## config.mk

```make
export PLATFORM = sky130hd
export DESIGN_NAME = bpsc_seq
export DESIGN_NICKNAME = d
export VERILOG_FILES = /design/src/rtl/bpsc_pkg.sv /design/src/rtl/bpsc_seq.sv
export SDC_FILE = /design/constraint.sdc
export NUM_CORES = 1
export LEC_CHECK = 0
export BUFFER_PORTS_ARGS = -buffer_cell sky130_fd_sc_hd__buf_2
export CAP_MARGIN = 20
export CORE_AREA = 2 2 39 41
export CTS_CLUSTER_DIAMETER = 120
export DETAILED_ROUTE_END_ITERATION = 7
export DIE_AREA = 0 0 41 43
export PLACE_DENSITY_LB_ADDON = 0.25
export SLEW_MARGIN = 15
export SYNTH_ARGS = -nofsm -noshare
export SYNTH_HDL_FRONTEND = slang
export SYNTH_SLANG_ARGS = --single-unit
```

## constraint.sdc

```tcl
create_clock -name clk -period 4.42 [get_ports clk]
set_input_delay 1.326 -clock clk [delete_from_list [all_inputs] [get_ports clk]]
set_output_delay 1.326 -clock clk [all_outputs]
set_load 0.005 [all_outputs]
```

## src/rtl/bpsc_pkg.sv

```systemverilog
package bpsc_pkg;

  localparam int GRID_MAX = 64;
  localparam int CELLS    = GRID_MAX * GRID_MAX;
  localparam int ADDR_W   = $clog2(CELLS);
  localparam int SIZE_W   = 7;
  localparam int POS_W    = 6;
  localparam int COUNT_W  = 5;
  localparam int PROD_W   = POS_W + SIZE_W;

  localparam logic [SIZE_W-1:0] GRID_SIZE_RESET = SIZE_W'(10);
  localparam logic [SIZE_W-1:0] GRID_SIZE_MAX   = SIZE_W'(GRID_MAX);

  typedef enum logic [1:0] {
    OP_WR_WORK   = 2'd0,
    OP_WR_SAMPLE = 2'd1,
    OP_FULL      = 2'd2,
    OP_CROSS     = 2'd3
  } op_t;

  typedef enum logic [1:0] {
    ARM_FULL  = 2'd0,
    ARM_VERT  = 2'd1,
    ARM_HORIZ = 2'd2
  } arm_t;

  typedef logic signed [3:0] off_t;
  typedef logic signed [7:0] coord_t;

  typedef struct packed {
    logic active;
    logic last;
    arm_t arm;
    off_t dr;
    off_t dc;
  } seq_step_t;

  function automatic logic in_range(coord_t v, logic [SIZE_W-1:0] s);
    return !v[7] && (v[6:0] < s);
  endfunction

  function automatic coord_t offset(logic [POS_W-1:0] p, off_t d);
    return $signed({2'b00, p}) + $signed({{4{d[3]}}, d});
  endfunction

  function automatic logic [ADDR_W-1:0] lin_addr(logic [POS_W-1:0] r, logic [POS_W-1:0] c,
                                                 logic [SIZE_W-1:0] s);
    logic [PROD_W-1:0] p;
    p = PROD_W'(r) * PROD_W'(s);
    return ADDR_W'(p + PROD_W'(c));
  endfunction

endpackage

```

## src/rtl/bpsc_seq.sv

```systemverilog
module bpsc_seq import bpsc_pkg::*; (
  input  logic      clk,
  input  logic      rst,
  input  logic      start,
  input  logic      cross_mode,
  output seq_step_t step
);

  logic       running;
  logic [2:0] i;
  logic [2:0] j;
  arm_t       arm;

  always_comb begin
    step.active = running;
    step.arm    = arm;
    step.dr     = (arm == ARM_HORIZ) ? off_t'(0) : $signed({1'b0, i}) - 4'sd2;
    step.dc     = (arm == ARM_VERT) ? off_t'(0) : $signed({1'b0, j}) - 4'sd2;
    case (arm)
      ARM_FULL:  step.last = (i == 3'd4) && (j == 3'd4);
      ARM_VERT:  step.last = 1'b0;
      ARM_HORIZ: step.last = (j == 3'd4);
      default:   step.last = 1'b1;
    endcase
  end

  always_ff @(posedge clk) begin
    if (rst) begin
      running <= 1'b0;
    end else if (start) begin
      running <= 1'b1;
      i       <= 3'd0;
      j       <= 3'd0;
      arm     <= cross_mode ? ARM_VERT : ARM_FULL;
    end else if (running) begin
      case (arm)
        ARM_FULL: begin
          if (j == 3'd4) begin
            j <= 3'd0;
            i <= i + 3'd1;
          end else begin
            j <= j + 3'd1;
          end
        end
        ARM_VERT: begin
          if (i == 3'd4) begin
            arm <= ARM_HORIZ;
            j   <= 3'd0;
          end else begin
            i <= i + 3'd1;
          end
        end
        ARM_HORIZ: begin
          // horizontal arm skips its center
          j <= (j == 3'd1) ? 3'd3 : j + 3'd1;
        end
        default: begin
          arm <= ARM_FULL;
        end
      endcase
      if (step.last) begin
        running <= 1'b0;
      end
    end
  end

endmodule

```

-- After elaboration in Yosys (flattened, before gate mapping)
Cells that the tools add are included.
- register bits: 9
- input port bits: 4
- output and inout bits: 12
- word-level logic and storage cells: 47
- $add $sub $neg: 4
- equality and inequality tests: 9
- mux-type cells: 20
- bitwise gates (word level): 1
- reductions and logical operators: 9
- operators with widths (kind ; count):
    3-bit 2-to-1 mux ; 7
    3-bit one-hot mux with 3 select lines ; 1
    4-bit 2-to-1 mux ; 2
    4-bit AND reduction ; 2
    3-bit by 2-bit subtractor with 4-bit output (second input constant) ; 2
    3-bit by 1-bit adder with 3-bit output (second input constant) ; 2
    3-bit equality test (second input constant) ; 2
    2-bit 2-to-1 mux ; 3
    3-bit != test (second input constant) ; 2
    3-bit one-hot mux with 2 select lines ; 1
    5-bit AND reduction ; 1
    1-bit 2-to-1 mux ; 4
    2-bit one-hot mux with 2 select lines ; 1
    4-bit nonzero test ; 1
    3-bit by 1-bit equality test with 1-bit output (second input constant) ; 1
    3-bit by 2-bit != test with 1-bit output (second input constant) ; 1
    1-bit one-hot mux with 3 select lines ; 1
    3-bit nonzero test ; 1
    2-bit by 1-bit equality test with 1-bit output (second input constant) ; 1
    2-bit equality test (second input constant) ; 1
    2-bit zero test ; 1
    2-bit by 1-bit != test with 1-bit output (second input constant) ; 1
    2-bit nonzero test ; 1
    2-bit OR reduction ; 1
    other kinds (2) ; 2

-- Depth between registers and ports, before layout
- word-level depth: 6
- gate-level depth with buffers: 6

-- Least setup slack after synthesis
Ideal clock, no wire load.
- kind: reg2out
- start point: register arm[0]
- end point: output port step[10] (netlist name)
- data arrival time: 1.003 ns
- data required time: 3.094 ns
- setup slack: 2.091 ns
- cell stages (with the launch flop): 5
- cells stage by stage: edfxtp_1 -> inv_1 -> ha_1 -> a31oi_1 -> o21bai_1
- RTL lines (what ; line ; source):
    start: declaration ; bpsc_seq.sv:12 ; arm_t arm;
    start signal: assignment ; bpsc_seq.sv:34 ; arm <= cross_mode ? ARM_VERT : ARM_FULL;
    end: declaration ; bpsc_seq.sv:6 ; output seq_step_t step

==> reports/results.ini <==
[yosys]
yosysSeqAreaShare_pct = 38.0
avgSynthCellArea_um2 = 9.78
yosysUniqueCellTypes = 24
ys_warn_count = 0
syn_area_um2 = 684
synth_compound_area_share_pct = 16.1
synth_xor_area_share_pct = 1.28
synth_seq_cells = 9
synth.area.mux_share_pct = 0
yosys.area_share.simple_pct = 16.3
synth_top_family_by_area = adder cells
syn_nets = 85
syn_inst = 70
synth_fa_ha_area_share_pct = 20.1

[clocking]
clk_pin_slew_ns = 0.06
clock_sinks = 9
cts_resized = 0
cts_root_buffer = clkbuf_4
h-tree-depth = 1
holdBufCountCts = 0
numCtsBuffers = 3
postCtsSetupRepairBufs = 0
cts_tree = built
clock_latency_ns = 0.25
clk_path_buf_depth = 2

[power]
leakage_nw = 0.380
vdd_drop_max_mv = 0.180
power_mw = 0.207
power_density_mw_per_mm2 = 263

[outcome]
outcome = finished, final reports clean

[worst_setup_path]
path_max_fanout = 8
cp_data_arrival_time_ns = 1.47
end_kind = output pin
start_kind = flip-flop
reg2reg_from = arm[0]$_SDFFCE_PN0P_
r2r_cells = 4
required_ns = 3.09
startpoint = arm[0]$_SDFFCE_PN0P_
worstSetupPathType = reg2out

[placed_design]
gp_congestion = 0.666
port_buffers = 15
dp_hpwl_um = 999

[worst_hold_path]
hold_class = reg2reg
hold_depth = 1
hp-start = i[0]$_SDFFCE_PP0P_

[global_routing]
grt_pass1_wl_mm = 1.93
grt_pass1_vias = 493
grt_use_total_pct = 16.4
antenna_found_initial = 0
grt_max_degree = 10
gr-total-overflow = 0

[drt]
ant_nets = 0
wirelength_mm = 1.18
vias_per_cell = 5.03
drt-initial-drc-count = 13
vias = 518
firstDrtPassIters = 4
post_drt_wl_per_cell_um = 11.5
drc = 0

[sta]
grt_setup_unrepaired = false
finalHoldViolCount = 0
tightest_slew_ns = 0.309
layout_worst_path_cycle_share_pct = 63.4
period_minus_slack_ns = 2.80
skew_ns = 0.00233
fmax_mhz = 357
tns_ns = 0
finalSetupViolCount = 0
slew_headroom_pct = 79.4
slew_violations = 0

[layout]
n_antenna_cell = 0
mostFrequentLayoutCell = buf_2
final_layout_size_suffix_gt1_share_pct = 24.1
final_cell_mix = buf_2 (15), ha_1 (11), inv_1 (10), nor2_1 (8), edfxtp_1 (8)
syn_to_final_growth_pct = 15.0
final_net_count = 103
fillers = 131

[die]
dieHeight_um = 43
rows = 14
ios = 16
floorplan.initialDensity_pct = 49.5
die_x_um = 41
dieArea_mm2 = 0.00176
fp.coreArea_mm2 = 0.00138

[flow_run]
max-cap-violations = 0

[power breakdown]
group / internal (mW) / total (mW) / switching (mW) / leakage (nW)
registers: 0.0990 / 0.104 / 0.00489 / 0.0860
logic: 0.0198 / 0.0422 / 0.0225 / 0.279
clock network: 0.0346 / 0.0611 / 0.0264 / 0.0150
[worst paths after layout]
| check | end | slack, ns |
|---|---|---|
| setup / recovery | step[7] | 1.62 |
| hold / removal | i[0]$_SDFFCE_PP0P_ | 0.60 |
| setup reg to reg | j[1]$_SDFFCE_PP0P_ | 2.68 |
| hold reg to reg | i[0]$_SDFFCE_PP0P_ | 0.60 |
[per-stage QoR]
step	setup WS [ns]	hold WS [ns]	area [µm²]	util (%)	cells
6_report	1.62	0.601	787	56.9	103
5_1_grt	1.46	0.644	787	56.9	103
4_1_cts	1.60	0.609	787	56.9	103
3_5_place_dp	1.89	0.600	761	55.0	99
3_3_place_gp	1.91	0.597	761	55.0	99
2_1_floorplan	2.09	0.555	684	-	70
[Yosys cell counts]
cell / number / area share [%]
a21bo_2: 1 / 1.5
a21bo_4: 1 / 2.4
a21oi_1: 7 / 5.1
a31oi_1: 1 / 0.91
and2_1: 1 / 0.91
and2b_1: 2 / 2.2
buf_4: 1 / 1.1
buf_6: 1 / 1.6
dfxtp_1: 1 / 2.9
edfxtp_1: 8 / 35
ha_1: 11 / 20
inv_1: 10 / 5.5
nand2_1: 2 / 1.1
nand2b_1: 2 / 1.8
nand3_1: 3 / 2.2
nand4_1: 1 / 0.91
nor2_1: 8 / 4.4
nor2b_1: 3 / 2.7
o2111ai_1: 1 / 1.3
o211ai_2: 1 / 1.8
o21ai_0: 1 / 0.73
o21bai_1: 1 / 1.1
o311ai_1: 1 / 1.3
xnor2_1: 1 / 1.3
[sequential cells by signal, summed over array words and instances, names as in the netlist]
signal,count
j,3
arm,2
i,3
running,1
[critical path: stages (launching register included)]
cell	delay, ns
edfxtp_1	0.45
inv_1	0.11
ha_1	0.32
and2b_1	0.21
buf_2	0.12
[area by class of cell]
type / count / area, µm² / share of cell area, %
timing repair buffer: 15 / 75.1 / 9.54
multi-input combinational: 49 / 368 / 46.7
clock buffer: 4 / 26.3 / 3.34
sequential: 9 / 260 / 33.1
inverter: 10 / 37.5 / 4.77
tap: 16 / 20.0 / 2.54
[metal layers]
metal	vias up	GRT usage, %	part of all wire (%)
li1	273	-	-
met1	229	23.1	52
met2	14	22.5	43
met3	2	1.57	4.2
met4	0	12.0	0.76
met5	-	0	0
[logic make-up after synthesis]
kind of cell | after synthesis
and+or+nand+nor | 22
adders and majority gates | 11
buffers and inverters | 12
AOI/OAI and AO/OA | 15
DFF | 9
xor gates and xnor gates | 1
No activity file was read; power rests on OpenSTA's default activity.
